==> src/sv/stt_pkg.sv <==
// ----------------------------------------------------------------------------
// stt_pkg
// Shared types, codes and the microprogram of the software timer table.
// ----------------------------------------------------------------------------
package stt_pkg;

    localparam int CMD_W    = 2;
    localparam int DELAY_W  = 16;
    localparam int ID_W     = 8;
    localparam int STATUS_W = 2;
    localparam int UPC_W    = 4;

    typedef enum logic [CMD_W-1:0] {
        CMD_TICK  = 2'd0,
        CMD_START = 2'd1,
        CMD_STOP  = 2'd2,
        CMD_NONE  = 2'd3
    } cmd_t;

    typedef enum logic [STATUS_W-1:0] {
        ST_OK      = 2'd0,
        ST_EMPTY   = 2'd1,
        ST_FULL    = 2'd2,
        ST_NULL_ID = 2'd3
    } status_t;

    // one table entry as stored in the slot RAM
    typedef struct packed {
        logic [DELAY_W-1:0] delay;
        logic [DELAY_W-1:0] count;
        logic               periodic;
        logic [ID_W-1:0]    owner;
    } entry_t;

    typedef logic [UPC_W-1:0] upc_t;

    localparam upc_t U_IDLE    = 4'd0;
    localparam upc_t U_TICK    = 4'd1;
    localparam upc_t U_SCAN    = 4'd2;
    localparam upc_t U_TEST    = 4'd3;
    localparam upc_t U_TAIL    = 4'd4;
    localparam upc_t U_MOVE    = 4'd5;
    localparam upc_t U_FIN     = 4'd6;
    localparam upc_t U_START   = 4'd7;
    localparam upc_t U_CHKFULL = 4'd8;
    localparam upc_t U_APPEND  = 4'd9;
    localparam upc_t U_STOP    = 4'd10;

    typedef enum logic [2:0] {
        C_ALWAYS    = 3'd0,
        C_DISPATCH  = 3'd1,
        C_CNT_ZERO  = 3'd2,
        C_ID_NULL   = 3'd3,
        C_FULL      = 3'd4,
        C_SCAN_DONE = 3'd5,
        C_REMOVE    = 3'd6
    } cond_sel_t;

    typedef enum logic [1:0] {
        H_NONE = 2'd0,
        H_IN   = 2'd1,
        H_PUSH = 2'd2,
        H_OUT  = 2'd3
    } hold_sel_t;

    // control word: actions, hold source, branch condition and two targets
    typedef struct packed {
        logic      accept;
        logic      clr_idx;
        logic      rd_idx;
        logic      rd_tail;
        logic      test;
        logic      wr_move;
        logic      wr_new;
        logic      emit_final;
        cond_sel_t cond;
        hold_sel_t hold;
        logic      set_status;
        status_t   status;
        upc_t      tgt_t;
        upc_t      tgt_f;
    } ctl_t;

    // datapath status seen by the sequencer
    typedef struct packed {
        logic in_valid;
        cmd_t command;
        logic cnt_zero;
        logic id_null;
        logic full;
        logic scan_done;
        logic remove;
        logic push_busy;
        logic out_busy;
    } flags_t;

    function automatic ctl_t ucode(input upc_t pc);
        ctl_t w;
        w = '0;
        unique case (pc)
            U_IDLE:
            begin
                w.accept = 1'b1;
                w.hold   = H_IN;
                w.cond   = C_DISPATCH;
            end
            U_TICK:
            begin
                w.clr_idx    = 1'b1;
                w.cond       = C_CNT_ZERO;
                w.set_status = 1'b1;
                w.status     = ST_EMPTY;
                w.tgt_t      = U_FIN;
                w.tgt_f      = U_SCAN;
            end
            U_SCAN:
            begin
                w.rd_idx = 1'b1;
                w.cond   = C_SCAN_DONE;
                w.tgt_t  = U_FIN;
                w.tgt_f  = U_TEST;
            end
            U_TEST:
            begin
                w.test  = 1'b1;
                w.hold  = H_PUSH;
                w.cond  = C_REMOVE;
                w.tgt_t = U_TAIL;
                w.tgt_f = U_SCAN;
            end
            U_TAIL:
            begin
                w.rd_tail = 1'b1;
                w.tgt_t   = U_MOVE;
            end
            U_MOVE:
            begin
                w.wr_move = 1'b1;
                w.tgt_t   = U_SCAN;
            end
            U_FIN:
            begin
                w.emit_final = 1'b1;
                w.hold       = H_OUT;
                w.tgt_t      = U_IDLE;
            end
            U_START:
            begin
                w.cond       = C_ID_NULL;
                w.set_status = 1'b1;
                w.status     = ST_NULL_ID;
                w.tgt_t      = U_FIN;
                w.tgt_f      = U_CHKFULL;
            end
            U_CHKFULL:
            begin
                w.cond       = C_FULL;
                w.set_status = 1'b1;
                w.status     = ST_FULL;
                w.tgt_t      = U_FIN;
                w.tgt_f      = U_APPEND;
            end
            U_APPEND:
            begin
                w.wr_new = 1'b1;
                w.tgt_t  = U_FIN;
            end
            U_STOP:
            begin
                w.clr_idx    = 1'b1;
                w.cond       = C_ID_NULL;
                w.set_status = 1'b1;
                w.status     = ST_NULL_ID;
                w.tgt_t      = U_FIN;
                w.tgt_f      = U_SCAN;
            end
            default:
            begin
                w.tgt_t = U_IDLE;
            end
        endcase
        return w;
    endfunction

endpackage

==> src/sv/stt_cmd_if.sv <==
// ----------------------------------------------------------------------------
// stt_cmd_if
// Command channel: valid/ready handshake with one command item.
// ----------------------------------------------------------------------------
interface stt_cmd_if;
    logic        valid;
    logic        ready;
    logic [1:0]  command;
    logic [15:0] delay_ticks;
    logic        periodic;
    logic [7:0]  callback_id;

    modport source (output valid, command, delay_ticks, periodic, callback_id, input ready);
    modport sink   (input valid, command, delay_ticks, periodic, callback_id, output ready);
endinterface

==> src/sv/stt_rsp_if.sv <==
// ----------------------------------------------------------------------------
// stt_rsp_if
// Result channel: valid/ready handshake with one result item.
// ----------------------------------------------------------------------------
interface stt_rsp_if;
    logic       valid;
    logic       ready;
    logic       fired;
    logic [7:0] fired_id;
    logic [1:0] status;
    logic       last;

    modport source (output valid, fired, fired_id, status, last, input ready);
    modport sink   (input valid, fired, fired_id, status, last, output ready);
endinterface

==> src/sv/stt_ram.sv <==
// ----------------------------------------------------------------------------
// stt_ram
// Generic single-write, single-read RAM with registered read data.
// ----------------------------------------------------------------------------
module stt_ram #(
    parameter int WIDTH  = 41,
    parameter int DEPTH  = 8,
    parameter int ADDR_W = (DEPTH > 1) ? $clog2(DEPTH) : 1
) (
    input  logic              clk,
    input  logic              we,
    input  logic [ADDR_W-1:0] waddr,
    input  logic [WIDTH-1:0]  wdata,
    input  logic              re,
    input  logic [ADDR_W-1:0] raddr,
    output logic [WIDTH-1:0]  rdata
);
    logic [WIDTH-1:0] mem [DEPTH];
    logic [WIDTH-1:0] rdata_reg;

    always_ff @(posedge clk)
    begin
        if (we)
        begin
            mem[waddr] <= wdata;
        end
        if (re)
        begin
            rdata_reg <= mem[raddr];
        end
    end

    assign rdata = rdata_reg;
endmodule

==> src/sv/stt_useq.sv <==
// ----------------------------------------------------------------------------
// stt_useq
// Microsequencer: step counter, control-word ROM, hold and branch logic.
// ----------------------------------------------------------------------------
module stt_useq (
    input  logic          clk,
    input  logic          rst_n,
    input  stt_pkg::flags_t flags,
    output stt_pkg::ctl_t ctl,
    output logic          go,
    output logic          taken
);
    import stt_pkg::*;

    upc_t pc_reg;
    upc_t pc_next;
    upc_t dispatch_pc;
    logic held;

    assign ctl = ucode(pc_reg);

    always_comb
    begin
        unique case (ctl.hold)
            H_NONE: held = 1'b0;
            H_IN:   held = !flags.in_valid;
            H_PUSH: held = flags.push_busy;
            H_OUT:  held = flags.out_busy;
            default: held = 1'b0;
        endcase
    end

    assign go = !held;

    always_comb
    begin
        unique case (flags.command)
            CMD_TICK:  dispatch_pc = U_TICK;
            CMD_START: dispatch_pc = U_START;
            CMD_STOP:  dispatch_pc = U_STOP;
            default:   dispatch_pc = U_FIN;
        endcase
    end

    always_comb
    begin
        unique case (ctl.cond)
            C_ALWAYS:    taken = 1'b1;
            C_DISPATCH:  taken = 1'b1;
            C_CNT_ZERO:  taken = flags.cnt_zero;
            C_ID_NULL:   taken = flags.id_null;
            C_FULL:      taken = flags.full;
            C_SCAN_DONE: taken = flags.scan_done;
            C_REMOVE:    taken = flags.remove;
            default:     taken = 1'b1;
        endcase
    end

    always_comb
    begin
        pc_next = pc_reg;
        if (go)
        begin
            if (ctl.cond == C_DISPATCH)
            begin
                pc_next = dispatch_pc;
            end
            else
            begin
                pc_next = taken ? ctl.tgt_t : ctl.tgt_f;
            end
        end
    end

    always_ff @(posedge clk or negedge rst_n)
    begin
        if (!rst_n)
        begin
            pc_reg <= U_IDLE;
        end
        else
        begin
            pc_reg <= pc_next;
        end
    end

    // the step counter never leaves the program
    a_pc_range: assert property (@(posedge clk) disable iff (!rst_n)
        pc_reg <= U_STOP)
        else $error("step counter outside program");

    a_hold_keeps_pc: assert property (@(posedge clk) disable iff (!rst_n)
        !go |=> $stable(pc_reg))
        else $error("step counter moved while held");

    a_dispatch_idle: assert property (@(posedge clk) disable iff (!rst_n)
        (ctl.cond == C_DISPATCH) |-> (pc_reg == U_IDLE))
        else $error("dispatch outside the idle step");
endmodule

==> src/sv/stt_datapath.sv <==
// ----------------------------------------------------------------------------
// stt_datapath
// Slot RAM, entry count, scan index, pending fire and result register.
// ----------------------------------------------------------------------------
module stt_datapath #(
    parameter int TIMER_SLOTS = 8
) (
    input  logic            clk,
    input  logic            rst_n,
    stt_cmd_if.sink         cmd,
    stt_rsp_if.source       rsp,
    input  stt_pkg::ctl_t   ctl,
    input  logic            go,
    input  logic            taken,
    output stt_pkg::flags_t flags
);
    import stt_pkg::*;

    localparam int IDX_W   = (TIMER_SLOTS > 1) ? $clog2(TIMER_SLOTS) : 1;
    localparam int CNT_W   = $clog2(TIMER_SLOTS + 1);
    localparam int ENTRY_W = $bits(entry_t);

    // latched command
    cmd_t               cmd_reg;
    logic [DELAY_W-1:0] delay_reg;
    logic               per_reg;
    logic [ID_W-1:0]    id_reg;
    status_t            status_reg;

    logic [CNT_W-1:0]   cnt_reg;
    logic [CNT_W-1:0]   cnt_next;
    logic [CNT_W-1:0]   idx_reg;
    logic [CNT_W-1:0]   idx_next;
    logic [CNT_W-1:0]   tail_full;

    logic               pend_valid_reg;
    logic [ID_W-1:0]    pend_id_reg;

    logic               out_valid_reg;
    logic               out_fired_reg;
    logic [ID_W-1:0]    out_id_reg;
    status_t            out_status_reg;
    logic               out_last_reg;

    logic               accepted;
    entry_t             rd_entry;
    entry_t             wb_entry;
    entry_t             new_entry;
    logic [ENTRY_W-1:0] rdata;
    logic [DELAY_W-1:0] inc_count;
    logic               tick_hit;
    logic               stop_hit;
    logic               remove;
    logic               push_prev;
    logic               load_fin;
    logic               out_busy;

    logic               ram_we;
    logic [IDX_W-1:0]   ram_waddr;
    logic [ENTRY_W-1:0] ram_wdata;
    logic               ram_re;
    logic [IDX_W-1:0]   ram_raddr;

    assign accepted  = cmd.valid && cmd.ready;
    assign cmd.ready = ctl.accept;

    assign rd_entry  = entry_t'(rdata);
    assign inc_count = rd_entry.count + DELAY_W'(1);
    assign tick_hit  = (cmd_reg == CMD_TICK) && (rd_entry.delay != '0)
                       && (inc_count == rd_entry.delay);
    assign stop_hit  = (cmd_reg == CMD_STOP) && (rd_entry.owner == id_reg);
    assign remove    = stop_hit || (tick_hit && !rd_entry.periodic);
    assign tail_full = cnt_reg - CNT_W'(1);
    assign out_busy  = out_valid_reg && !rsp.ready;

    assign push_prev = go && ctl.test && tick_hit && pend_valid_reg;
    assign load_fin  = go && ctl.emit_final;

    always_comb
    begin
        flags.in_valid  = cmd.valid;
        flags.command   = cmd_t'(cmd.command);
        flags.cnt_zero  = (cnt_reg == '0);
        flags.id_null   = (id_reg == '0);
        flags.full      = (cnt_reg == CNT_W'(TIMER_SLOTS));
        flags.scan_done = (idx_reg >= cnt_reg);
        flags.remove    = remove;
        flags.push_busy = tick_hit && pend_valid_reg && out_busy;
        flags.out_busy  = out_busy;
    end

    // write-back of a surviving entry during a tick scan
    always_comb
    begin
        wb_entry       = rd_entry;
        wb_entry.count = tick_hit ? '0 : inc_count;
    end

    always_comb
    begin
        new_entry.delay    = delay_reg;
        new_entry.count    = '0;
        new_entry.periodic = per_reg;
        new_entry.owner    = id_reg;
    end

    always_comb
    begin
        ram_we    = 1'b0;
        ram_waddr = idx_reg[IDX_W-1:0];
        ram_wdata = wb_entry;
        priority if (go && ctl.wr_new)
        begin
            ram_we    = 1'b1;
            ram_waddr = cnt_reg[IDX_W-1:0];
            ram_wdata = new_entry;
        end
        else if (go && ctl.wr_move)
        begin
            ram_we    = 1'b1;
            ram_wdata = rdata;
        end
        else if (go && ctl.test && (cmd_reg == CMD_TICK) && !remove)
        begin
            ram_we = 1'b1;
        end
    end

    assign ram_re    = go && ((ctl.rd_idx && !flags.scan_done) || ctl.rd_tail);
    assign ram_raddr = ctl.rd_tail ? tail_full[IDX_W-1:0] : idx_reg[IDX_W-1:0];

    stt_ram #(
        .WIDTH (ENTRY_W),
        .DEPTH (TIMER_SLOTS),
        .ADDR_W(IDX_W)
    ) u_slots (
        .clk  (clk),
        .we   (ram_we),
        .waddr(ram_waddr),
        .wdata(ram_wdata),
        .re   (ram_re),
        .raddr(ram_raddr),
        .rdata(rdata)
    );

    always_comb
    begin
        cnt_next = cnt_reg;
        if (go && ctl.wr_new)
        begin
            cnt_next = cnt_reg + CNT_W'(1);
        end
        else if (go && ctl.rd_tail)
        begin
            cnt_next = tail_full;
        end
    end

    always_comb
    begin
        idx_next = idx_reg;
        if (go && ctl.clr_idx)
        begin
            idx_next = '0;
        end
        else if (go && ctl.test && !remove)
        begin
            idx_next = idx_reg + CNT_W'(1);
        end
    end

    always_ff @(posedge clk or negedge rst_n)
    begin
        if (!rst_n)
        begin
            cnt_reg        <= '0;
            idx_reg        <= '0;
            status_reg     <= ST_OK;
            pend_valid_reg <= 1'b0;
            out_valid_reg  <= 1'b0;
        end
        else
        begin
            cnt_reg <= cnt_next;
            idx_reg <= idx_next;

            if (accepted)
            begin
                status_reg     <= ST_OK;
                pend_valid_reg <= 1'b0;
            end
            else
            begin
                if (go && ctl.set_status && taken)
                begin
                    status_reg <= ctl.status;
                end
                if (go && ctl.test && tick_hit)
                begin
                    pend_valid_reg <= 1'b1;
                end
            end

            if (push_prev || load_fin)
            begin
                out_valid_reg <= 1'b1;
            end
            else if (rsp.ready)
            begin
                out_valid_reg <= 1'b0;
            end
        end
    end

    always_ff @(posedge clk)
    begin
        if (accepted)
        begin
            cmd_reg   <= cmd_t'(cmd.command);
            delay_reg <= cmd.delay_ticks;
            per_reg   <= cmd.periodic;
            id_reg    <= cmd.callback_id;
        end
        if (go && ctl.test && tick_hit)
        begin
            pend_id_reg <= rd_entry.owner;
        end
        // a new fire pushes the previous one out; it cannot be the last
        if (push_prev)
        begin
            out_fired_reg  <= 1'b1;
            out_id_reg     <= pend_id_reg;
            out_status_reg <= ST_OK;
            out_last_reg   <= 1'b0;
        end
        else if (load_fin)
        begin
            out_fired_reg  <= pend_valid_reg;
            out_id_reg     <= pend_valid_reg ? pend_id_reg : '0;
            out_status_reg <= status_reg;
            out_last_reg   <= 1'b1;
        end
    end

    assign rsp.valid    = out_valid_reg;
    assign rsp.fired    = out_fired_reg;
    assign rsp.fired_id = out_id_reg;
    assign rsp.status   = out_status_reg;
    assign rsp.last     = out_last_reg;

    a_cnt_bound: assert property (@(posedge clk) disable iff (!rst_n)
        cnt_reg <= CNT_W'(TIMER_SLOTS))
        else $error("entry count above table size");

    a_append_grows: assert property (@(posedge clk) disable iff (!rst_n)
        (go && ctl.wr_new) |=> (cnt_reg == $past(cnt_reg) + CNT_W'(1)))
        else $error("append did not grow the table");

    a_fin_last: assert property (@(posedge clk) disable iff (!rst_n)
        load_fin |=> (out_valid_reg && out_last_reg))
        else $error("closing result not marked last");

    a_push_not_last: assert property (@(posedge clk) disable iff (!rst_n)
        push_prev |=> (out_valid_reg && out_fired_reg && !out_last_reg))
        else $error("intermediate fire transfer malformed");
endmodule

==> src/sv/software_timer_table.sv <==
// ----------------------------------------------------------------------------
// software_timer_table
// Table of software timers run by a microcoded sequencer over a slot RAM.
// ----------------------------------------------------------------------------
//  channel  dir   payload                                         per transfer
//  cmd      in    command, delay_ticks, periodic, callback_id     one command
//  rsp      out   fired, fired_id, status, last                   one result
//
//  Start, tick on empty, unused code: the result loads in the closing step,
//  and the next command is taken in the idle step that follows it.
//  Tick: for each entry a read, then a test on the registered read data;
//  a one-shot removal adds a read of the tail entry and a move into its slot.
//  Stop: the same scan, with a tail read and a move per removed entry.
//  A fire waits as pending; a later fire pushes it to the output register,
//  and the scan stalls only when such a fire finds it still untaken. The
//  closing step waits for the output to drain. No clearing pass after reset.
// ----------------------------------------------------------------------------
module software_timer_table #(
    parameter int TIMER_SLOTS = 8
) (
    input  logic      clk,
    input  logic      rst_n,
    stt_cmd_if.sink   cmd,
    stt_rsp_if.source rsp
);
    import stt_pkg::*;

    ctl_t   ctl;
    flags_t flags;
    logic   go;
    logic   taken;

    stt_useq u_useq (
        .clk  (clk),
        .rst_n(rst_n),
        .flags(flags),
        .ctl  (ctl),
        .go   (go),
        .taken(taken)
    );

    stt_datapath #(
        .TIMER_SLOTS(TIMER_SLOTS)
    ) u_datapath (
        .clk  (clk),
        .rst_n(rst_n),
        .cmd  (cmd),
        .rsp  (rsp),
        .ctl  (ctl),
        .go   (go),
        .taken(taken),
        .flags(flags)
    );
endmodule
==> src/flat_wrapper.sv <==
// flat-port wrapper written by rule: the top's interface ports become plain ports
module software_timer_table_flat import stt_pkg::*;
#(
    parameter int TIMER_SLOTS = 8
)
  (clk, rst_n, cmd_valid, cmd_command, cmd_delay_ticks, cmd_periodic, cmd_callback_id, cmd_ready, rsp_valid, rsp_fired, rsp_fired_id, rsp_status, rsp_last, rsp_ready);
  stt_cmd_if cmd_i ();
  stt_rsp_if rsp_i ();
  input  logic clk;
  input  logic rst_n;
  input wire logic [$bits(cmd_i.valid)-1:0] cmd_valid;
  input wire logic [$bits(cmd_i.command)-1:0] cmd_command;
  input wire logic [$bits(cmd_i.delay_ticks)-1:0] cmd_delay_ticks;
  input wire logic [$bits(cmd_i.periodic)-1:0] cmd_periodic;
  input wire logic [$bits(cmd_i.callback_id)-1:0] cmd_callback_id;
  output wire logic [$bits(cmd_i.ready)-1:0] cmd_ready;
  output wire logic [$bits(rsp_i.valid)-1:0] rsp_valid;
  output wire logic [$bits(rsp_i.fired)-1:0] rsp_fired;
  output wire logic [$bits(rsp_i.fired_id)-1:0] rsp_fired_id;
  output wire logic [$bits(rsp_i.status)-1:0] rsp_status;
  output wire logic [$bits(rsp_i.last)-1:0] rsp_last;
  input wire logic [$bits(rsp_i.ready)-1:0] rsp_ready;
  assign cmd_i.valid = cmd_valid;
  assign cmd_i.command = cmd_command;
  assign cmd_i.delay_ticks = cmd_delay_ticks;
  assign cmd_i.periodic = cmd_periodic;
  assign cmd_i.callback_id = cmd_callback_id;
  assign cmd_ready = cmd_i.ready;
  assign rsp_valid = rsp_i.valid;
  assign rsp_fired = rsp_i.fired;
  assign rsp_fired_id = rsp_i.fired_id;
  assign rsp_status = rsp_i.status;
  assign rsp_last = rsp_i.last;
  assign rsp_i.ready = rsp_ready;
  software_timer_table #(.TIMER_SLOTS(TIMER_SLOTS)) u_core (.clk(clk), .rst_n(rst_n), .cmd(cmd_i), .rsp(rsp_i));
endmodule
==> config.mk <==
export PLATFORM = sky130hd
export DESIGN_NAME = software_timer_table_flat
export DESIGN_NICKNAME = d
export VERILOG_FILES = /design/src/sv/stt_pkg.sv /design/src/sv/stt_cmd_if.sv /design/src/sv/stt_rsp_if.sv /design/src/sv/stt_ram.sv /design/src/sv/stt_useq.sv /design/src/sv/stt_datapath.sv /design/src/sv/software_timer_table.sv /design/src/flat_wrapper.sv
export SDC_FILE = /design/constraint.sdc
export NUM_CORES = 1
export LEC_CHECK = 0
export ABC_AREA = 1
export BUFFER_PORTS_ARGS = -buffer_cell sky130_fd_sc_hd__buf_4
export CAP_MARGIN = 20
export CELL_PAD_IN_SITES_DETAIL_PLACEMENT = 1
export CELL_PAD_IN_SITES_GLOBAL_PLACEMENT = 1
export CORE_MARGIN = 2
export CORE_UTILIZATION = 45
export DETAILED_ROUTE_END_ITERATION = 8
export HOLD_SLACK_MARGIN = 0.03
export PLACE_DENSITY = 0.78
export SYNTH_ARGS = -nofsm -noshare
export SYNTH_HDL_FRONTEND = slang
export SYNTH_HIERARCHICAL = 1
export SYNTH_SLANG_ARGS = --single-unit
export TNS_END_PERCENT = 30
==> constraint.sdc <==
create_clock -name clk -period 4.95 [get_ports clk]
set_input_delay 0.99 -clock clk [delete_from_list [all_inputs] [get_ports clk]]
set_output_delay 0.99 -clock clk [all_outputs]
set_load 0.02 [all_outputs]
==> results of run 1 <==
-- what timing repair did --
| item | in CTS | in global routing |
|---|---|---|
| gates resized for setup | 0 | 4 |
| endpoints found under the hold margin | 0 | 0 |
| setup buffers | 0 | 11 |
| endpoints found under the setup margin | 0 | 178 |
-- power breakdown --
group,internal (W),switching (W),total (W)
clock network,0.00189,0.00141,0.00330
registers,0.00528,0.000343,0.00562
logic,0.00164,0.00454,0.00619
total,0.00881,0.00630,0.0151
-- routing by layer --
layer / track usage [%] / vias to the layer above
met5: 0 / -
li1: - / 6777
met4: 8.69 / 0
met3: 3.41 / 96
met2: 42.5 / 355
met1: 31.3 / 7286
-- area by class of cell --
type	instances	area share, %
Clock buffer	60	5.39
Clock inverter	21	0.827
Inverter	424	7.02
Multi-Input combinational cell	1159	23.1
Sequential cell	432	56.6
Tap cell	592	3.26
Timing Repair Buffer	99	3.82
-- worst max-delay path: stages, from the launching register on --
cell,delay (ns)
edfxtp_1,0.44
ha_1,0.23
nand2_1,0.11
nor2_4,0.21
nand2_1,0.12
nand2_1,0.10
nand2_1,0.06
nand2_1,0.09
nor4b_1,0.29
nand4_1,0.27
nor3_1,0.21
nand2_1,0.09
nand2_1,0.07
inv_1,0.06
o21ai_2,0.10
inv_2,0.06
nand2_1,0.18
buf_4,0.18
inv_2,0.27
o21ai_0,0.92
-- per-stage QoR --
step                      setup slack, ns  total power (W)  hold slack (ns)
after floorplan                    -0.121          0.00966            0.463
after global placement              0.338           0.0114            0.450
after detailed placement            0.240           0.0117            0.459
after CTS                           0.166           0.0151            0.256
after global routing               0.0189           0.0160            0.272
final                               0.506           0.0151            0.271
-- how the worst max path moves through the flow --
| stage | to | slack, ns |
|---|---|---|
| final | u_core/u_datapath/u_slots/mem[0][30]$_DFFE_PP_ | 0.51 |
| after detailed placement | u_core/u_datapath/u_slots/mem[3][4]$_DFFE_PP_ | 0.24 |
| after floorplan | u_core/u_datapath/u_slots/mem[3][0]$_DFFE_PP_ | -0.12 |
| after CTS | u_core/u_datapath/u_slots/mem[3][6]$_DFFE_PP_ | 0.17 |
| after global routing | u_core/u_datapath/u_slots/mem[3][30]$_DFFE_PP_ | 0.02 |
| after global placement | u_core/u_datapath/u_slots/mem[3][2]$_DFFE_PP_ | 0.34 |
==> results.md, run 1 <==
* Cts bufs inserted at 46
* Most common cell after layout, fill and taps aside: nand2_1
* Die Y at 215 um
* Wire length on met3 at 2.68 mm
* Violation count after the first detailed-routing iteration at 1038
* Hpwl dp at 34.2 mm
* Fmax at 0.225 GHz
* Via count at 14500
* Fin cells at 2787
* Commonest non-fill, non-tap cells in the layout: nand2_1 (718), inv_1 (418), edfxtp_1 (412), nand3_1 (212), buf_4 (87)
* Finished Cell Area at 0.0227 mm2
* Global-route wire length before repair at 87.0 mm
* YS warnings at 6
* Uppermost layer routed: met4
* Worst r2r path cells at 19
* Count of final setup violators at 0
* Setup_tns at 0 ns
* Filler cell count at 5001
* Static leakage at 10.2 nW
* Diodes inserted at 0
* H-tree levels at 2
* Number of flip-flops in the largest register at around 330
* R2R Setup Slk at 0.51 ns
* DP Cell Count at around 2700
* Synth Instances at 2096
* RSZ-0062 raised after global routing: no
* TritonRoute pass-1 iters at 6
* Outcome: finished, final reports clean
* CTS tree: done
* Clk_lat worst skew at 0.60 ns
* Critical path arrival at approximately 4.7 ns
* FF-to-FF Start: u_core/u_datapath/u_slots/rdata[9]$_DFFE_PP_
* Fin util at 51.4%
* R2r endpoint: u_core/u_datapath/u_slots/mem[0][30]$_DFFE_PP_
* Root Buffer: clkbuf_16
* CP Max Fanout at 35
* CTS Hold Bufs at 0
* Layout Area Growth over Synthesis at 13.2%
* Cell Rows at 77
* Core area at 0.0441 mm2
* Register area at 0.0129 mm2
* Layout Skew at between 0.03 and 0.04 ns
* IO Pins at 45
* Vias in the first global route at between 15000 and 20000
* Post-Syn Nets at 2135
* Placer Congestion at 0.850
* DRT met1 WL at 24.0 mm
* Vias per std cell at 5.21
* Clock slew at reported path FFs at 0.06 ns
* Crit path from: u_core/u_datapath/u_slots/rdata[9]$_DFFE_PP_
* Total gr overflow at 0
* Total GRT Usage at between 20 and 25%
* Initial Util at between 40% and 50%
* Remaining DRCs at 0
* Data required time of the worst path at 5.17 ns
* Met2 Routed Length at 28.2 mm
* Final WL at between 50 and 60 mm
* Routed len/inst at 20.2 um
* Critical path class: flip-flop to flip-flop
* Max-slew violations at 0
* Mapped Area at around 0.020 mm2
* Max Cap Viol at 0
* Clock sink total at roughly 430
* Die Width at 215 um
* Post-DP Area at 0.0211 mm2
* Pwr/cell area at 666 mW/mm2
* Nets at 2201
* Fraction of layout cells with a size suffix above 1 at 9.34%
* Worst setup SP type: flip-flop
* Slew @ Worst Pin at 1.06 ns
* Slew margin rel. at 28.8%
* Die footprint at 0.0463 mm2
* Post-route ant nets at 0
* Largest net degree at the start of global routing at 117
* CP Capture Type: flip-flop
* Fin. Hold Viols at 0
* Minimum clock period at 4.44 ns
* Multi-input logic area at 0.00523 mm2
* Max clock buf depth at 3
* Final period utilization at 89.8%
* HP Class: input port to asynchronous set/reset pin
* Worst vdd ir at 0.397 mV
* PortBufs at 44
* Initial antenna violation count at 1
* Mean Syn Cell Area at 9.57 um2
Note: power is estimated with default switching activity, not from simulation.
==> run 2, diff against run 1 <==
==> constraint.sdc (replaced) <==
create_clock -name clk -period 4.95 [get_ports clk]
set_input_delay 1.2375 -clock clk [delete_from_list [all_inputs] [get_ports clk]]
set_output_delay 1.2375 -clock clk [all_outputs]
set_load 0.02 [all_outputs]
==> run 2 against run 1 <==
Setup slack worse by 0.16 ns; global-route usage barely moved; hold slack improved by 0.20 ns.
==> results.md, run 2 (same netlist as run 1, synthesis figures left out) <==
* Vias in the first global route at 15500
* Most common cell after layout, fill and taps aside: nand2_1
* Count of final setup violators at 0
* Pwr/cell area at approximately 670 mW/mm2
* HP Class: flip-flop to flip-flop
* IO Pins at 45
* Commonest non-fill, non-tap cells in the layout: nand2_1 (718), inv_1 (418), edfxtp_1 (412), nand3_1 (212), buf_4 (83)
* Final period utilization at 93.0%
* Fin cells at ~2800
* Fin util at 51.4%
* Max clock buf depth at 3
* Outcome: finished, final reports clean
* Cell Rows at 77
* TritonRoute pass-1 iters at 5
* Critical path class: flip-flop to flip-flop
* Placer Congestion at 0.869
* PortBufs at 44
* Slew @ Worst Pin at 1.23 ns
* CP Max Fanout at 20
* Slew margin rel. at between 15 and 20%
* Hpwl dp at 34.2 mm
* Core area at 0.0441 mm2
* Cts bufs inserted at 46
* H-tree levels at 2
* Fraction of layout cells with a size suffix above 1 at 9.36%
* Die Y at around 220 um
* Final WL at 56.2 mm
* Via count at 14400
* Static leakage at 10.2 nW
* Worst r2r path cells at 23
* Root Buffer: clkbuf_16
* Setup slack at placement at 0.151 ns
* Largest net degree at the start of global routing at between 100 and 150
* Initial Util at 45.5%
* Max Cap Viol at 0
* Fmax at between 0.2 and 0.25 GHz
* Post-CTS Resized at 0
* Layout Skew at 0.0252 ns
* Routed len/inst at 20.2 um
* Initial antenna violation count at 1
* Critical path arrival at 4.87 ns
* Nets at approximately 2200
* Minimum clock period at 4.60 ns
* Total GRT Usage at 24.4%
* Die footprint at 0.0463 mm2
* CP Capture Type: flip-flop
* Remaining DRCs at 0
* Total gr overflow at 0
* Die Width at 215 um
* RSZ-0062 raised after global routing: no
* DP Cell Count at 2695
* Worst vdd ir at 0.348 mV
* Diodes inserted at 0
* Post-route ant nets at 0
* Number of flip-flops in the largest register at ~330
* Violation count after the first detailed-routing iteration at 1105
* Data required time of the worst path at 5.21 ns
* Worst Slack Setup Final at 0.345 ns
* Clk_lat worst skew at just under 0.6 ns
* CTS tree: done
* Clock slew at reported path FFs at 0.06 ns
* Filler cell count at approximately 5000
* Global-route wire length before repair at about 88 mm
* R2R Setup Slk at 0.35 ns
* Worst setup SP type: flip-flop
* Fin. Hold Viols at 0
* Total power at 0.0151 W
* Post-DP Area at 0.0211 mm2
* CTS Hold Bufs at 0
* Layout Area Growth over Synthesis at 13.0%
* Finished Cell Area at 0.0227 mm2
* Max-slew violations at 0
* WHS Path Cells at 2
* Setup repair bufs after CTS at 0
* Clock sink total at 432
* Vias per std cell at 5.19
==> run 2: cell types whose count changed in the layout (fill, tap and decap cells not counted), moves of 3 or more <==
| cell | previous run | this run |
|---|---|---|
| buf_4 | 87 | 83 |
| clkbuf_1 | 12 | 4 |
| clkbuf_16 | 46 | 49 |
| clkinv_1 | 9 | 13 |
| clkinv_2 | 6 | 9 |
| clkinvlp_4 | 0 | 3 |
==> run 2: cell type report <==
cell class	instances	area, um2	area share, %
flip-flops and latches	432	12900	56.7
multi-input cells	1159	5230	23.1
inverters	424	1590	7.03
clock buffers	53	1240	5.48
repair buffers	96	850	3.75
well taps	592	741	3.27
clock inverters	27	155	0.685
==> run 2: power breakdown <==
group          switching [W]  total [W]  internal, W  leakage [nW]
Clock                0.00141    0.00325      0.00183         0.683
Sequential          0.000342    0.00562      0.00528          3.97
Combinational        0.00455    0.00624      0.00168          5.56
Total                0.00630     0.0151      0.00880          10.2
==> run 2: metal layers <==
metal | vias up | track usage [%] | part of all wire, %
li1 | 6755 | - | -
met1 | 7218 | 31.5 | 43
met5 | - | 0 | 0
met2 | 377 | 42.2 | 49
met4 | 0 | 8.48 | 2.7
met3 | 94 | 3.62 | 4.9
==> run 2: worst max-delay path, stage by stage (launching register included) <==
cell      delay (ns)
edfxtp_1        0.42
ha_1            0.26
nand2_1         0.14
inv_1           0.08
o21ai_0         0.18
nand2_1         0.08
nor2_1          0.20
and3_1          0.18
nand2_1         0.06
nor2_1          0.10
nand4_1         0.22
nor3_1          0.21
nand2_1         0.09
nand2_1         0.06
inv_1           0.06
o21ai_2         0.07
inv_2           0.06
nand2_1         0.18
o21ai_0         0.20
inv_1           0.13
nand2_1         0.12
buf_4           0.17
nor2_4          0.67
buf_4           0.37
==> run 2: final timing paths <==
path                                                              start                                             end
min reg2reg                     u_core/u_datapath/rsp.last$_SDFFE_PP0P_         u_core/u_datapath/rsp.last$_SDFFE_PP0P_
max in group asynchronous                                         rst_n        u_core/u_datapath/idx_reg[2]$_DFFE_PN0P_
max reg2reg                u_core/u_datapath/u_slots/rdata[9]$_DFFE_PP_  u_core/u_datapath/u_slots/mem[0][38]$_DFFE_PP_
max                        u_core/u_datapath/u_slots/rdata[9]$_DFFE_PP_  u_core/u_datapath/u_slots/mem[0][38]$_DFFE_PP_
min in group asynchronous                                         rst_n        u_core/u_datapath/cnt_reg[2]$_DFFE_PN0P_
min                             u_core/u_datapath/rsp.last$_SDFFE_PP0P_         u_core/u_datapath/rsp.last$_SDFFE_PP0P_
==> run 2: through the flow <==
stage / TNS, ns / hold slack [ns]
2_1_floorplan: -31.47 / 0.463
3_3_place_gp: 0 / 0.450
3_5_place_dp: 0 / 0.459
4_1_cts: 0 / 0.475
5_1_grt: 0 / 0.492
6_report: 0 / 0.467
==> run 3, diff against run 2 <==
- HOLD_SLACK_MARGIN: 0.03 -> not set
- clock period: 4.95 -> 3.75 ns (I/O delays scaled with it)
==> run 3 against run 2 <==
The flow now finishes with violations (negative setup slack); sequential power is 32% higher; total power rose by 43%; clock-buffer cell count grew 8; clock power grew 41%; flip-flop and latch count did not move; combinational power increased by 53%; critical path depth rose by 3; via count increased by 6.5%; design area up 7.2%; fmax grew 11%; sequential share of layout area down 3.8 points; final cell count up 3.6%.
==> results.md, run 3 (same netlist as run 1, synthesis figures left out) <==
* Outcome: finished, violations left
* Failing checks: negative setup slack
* PortBufs at 44
* Fmax at 0.240 GHz
* Hpwl dp at 35.6 mm
* Clock slew at reported path FFs at 0.06 ns
* Placer Congestion at between 0.8 and 0.9
* CP Max Fanout at 18
* Fin. Hold Viols at 0
* Final WL at 64.1 mm
* Number of flip-flops in the largest register at roughly 330
* Worst setup SP type: flip-flop
* R2R Setup Slk at -0.41 ns
* Clk_lat worst skew at 0.59 ns
* Static leakage at 11.0 nW
* Minimum clock period at 4.16 ns
* Slew margin rel. at 33.5%
* Largest net degree at the start of global routing at 165
* Remaining DRCs at 0
* Post-DP Area at 0.0217 mm2
* Slew @ Worst Pin at 0.994 ns
* Layout Area Growth over Synthesis at 21.1%
* Data required time of the worst path at 4.03 ns
* Die footprint at ~0.046 mm2
* CP max stage delay at 0.46 ns
* Global-route wire length before repair at 89.7 mm
* Final period utilization at 111%
* Hold_ws at approximately 0.22 ns
* Max-slew violations at 0
* Initial Util at 45.5%
* Fraction of layout cells with a size suffix above 1 at 15.2%
* RSZ-0062 raised after global routing: yes
* Most common cell after layout, fill and taps aside: nand2_1
* Root Buffer: clkbuf_16
* Max clock buf depth at 3
* Via count at 15400
* Max Cap Viol at 0
* Pwr/cell area at about 890 mW/mm2
* Vias per std cell at 5.34
* Critical path class: flip-flop to flip-flop
* Violation count after the first detailed-routing iteration at roughly 1200
* Post-route ant nets at 0
* Register area at 0.0129 mm2
* Nets at about 2300
* Die Y at roughly 220 um
* Core area at 0.0441 mm2
* Slowest stage cell on the critical path: edfxtp_1
* Layout Skew at 0.0255 ns
* CTS Hold Bufs at 0
* Most frequent CP cell: nand2_1
* Filler cell count at 4907
* Total power at 0.0216 W
* Count of final setup violators at 595
* Worst Slack Setup Final at -0.410 ns
* CTS tree: done
* Commonest non-fill, non-tap cells in the layout: nand2_1 (699), edfxtp_1 (412), inv_1 (411), nand3_1 (208), buf_4 (135)
* Cts bufs inserted at between 40 and 50
* Vias in the first global route at 16100
* Die Width at 215 um
* Diodes inserted at 0
* Cell Rows at 77
* CP Capture Type: flip-flop
* Multi-input logic area at 0.00549 mm2
* Total GRT Usage at 25.3%
* H-tree levels at 2
* IO Pins at 45
* Critical path arrival at between 4 and 5 ns
* Setup slack at placement at -0.0803 ns
* Finished Cell Area at between 0.02 and 0.025 mm2
* Routed len/inst at 22.2 um
* TritonRoute pass-1 iters at 6
* HP Class: input port to asynchronous set/reset pin
* Initial antenna violation count at 0
* Clock sink total at 432
* Total gr overflow at 0
* Worst vdd ir at 0.637 mV
[run 3: cell count changes in the layout (fill, tap and decap cells not counted), moves of 8 or more]
cell / delta
buf_6: +13
o21ai_0: -18
buf_12: +19
clkbuf_1: +8
clkbuf_16: +9
buf_4: +52
nand2_1: -19
nand2_2: +9
o21ai_1: +14
nand2_4: +9
[run 3: final timing paths]
kind / cells past startpoint / to / from
worst max-delay path: 26 / u_core/u_datapath/u_slots/mem[4][22]$_DFFE_PP_ / u_core/u_datapath/u_slots/rdata[10]$_DFFE_PP_
worst min-delay path: 1 / u_core/u_datapath/pend_valid_reg$_DFFE_PN0P_ / rst_n
worst max register to register: 26 / u_core/u_datapath/u_slots/mem[4][22]$_DFFE_PP_ / u_core/u_datapath/u_slots/rdata[10]$_DFFE_PP_
worst min register to register: 2 / u_core/u_datapath/rsp.fired$_SDFFE_PP1P_ / u_core/u_datapath/rsp.fired$_SDFFE_PP1P_
max in group asynchronous: 1 / u_core/u_useq/pc_reg[0]$_DFFE_PN0N_ / rst_n
min in group clk: 2 / u_core/u_datapath/rsp.fired$_SDFFE_PP1P_ / u_core/u_datapath/rsp.fired$_SDFFE_PP1P_
[run 3: per-stage QoR]
| stage | std cells | utilization, % | TNS, ns |
|---|---|---|---|
| 2_1_floorplan | 2096 | - | -16.35 |
| 3_3_place_gp | 2738 | 49.2 | 0 |
| 6_report | 2884 | 55.1 | -114.69 |
| 5_1_grt | 2884 | 55.1 | -187.18 |
| 3_5_place_dp | 2738 | 49.2 | -1.36 |
| 4_1_cts | 2829 | 52.8 | -4.65 |
[run 3: worst max-delay path, delay by kind of cell (launching register included)]
family / cells / cell delay (ns)
buffers and inverters: 9 / 1.29
xor gates and xnor gates: 1 / 0.17
and+or+nand+nor: 14 / 1.75
AOI/OAI and AO/OA: 2 / 0.16
DFF: 1 / 0.46
[run 3: where the power goes]
group / switching (W) / internal [W]
registers: 0.000490 / 0.00694
logic: 0.00665 / 0.00290
clock network: 0.00191 / 0.00268
[run 3: repair_timing]
action                     in CTS  in global routing
buffers inserted                7                 42
cloned                          1                 15
pin swaps                       7                 27
setup endpoints to repair     333                624
resized for setup              14                 99
[run 3: layer usage]
metal	GRT usage [%]	up-vias	wire (um)
li1	-	6970	-
met1	31.5	7726	25300
met2	44.1	532	32300
met3	3.86	160	3950
met4	10.1	0	2550
met5	0	-	0
[run 3: final cells by class]
cell class	instances	share of cell area, %
sequential	432	52.9
multi-input combinational	1158	22.6
timing repair buffer	195	8.80
inverter	424	6.57
clock buffer	61	5.14
tap	592	3.05
clock inverter	22	0.963
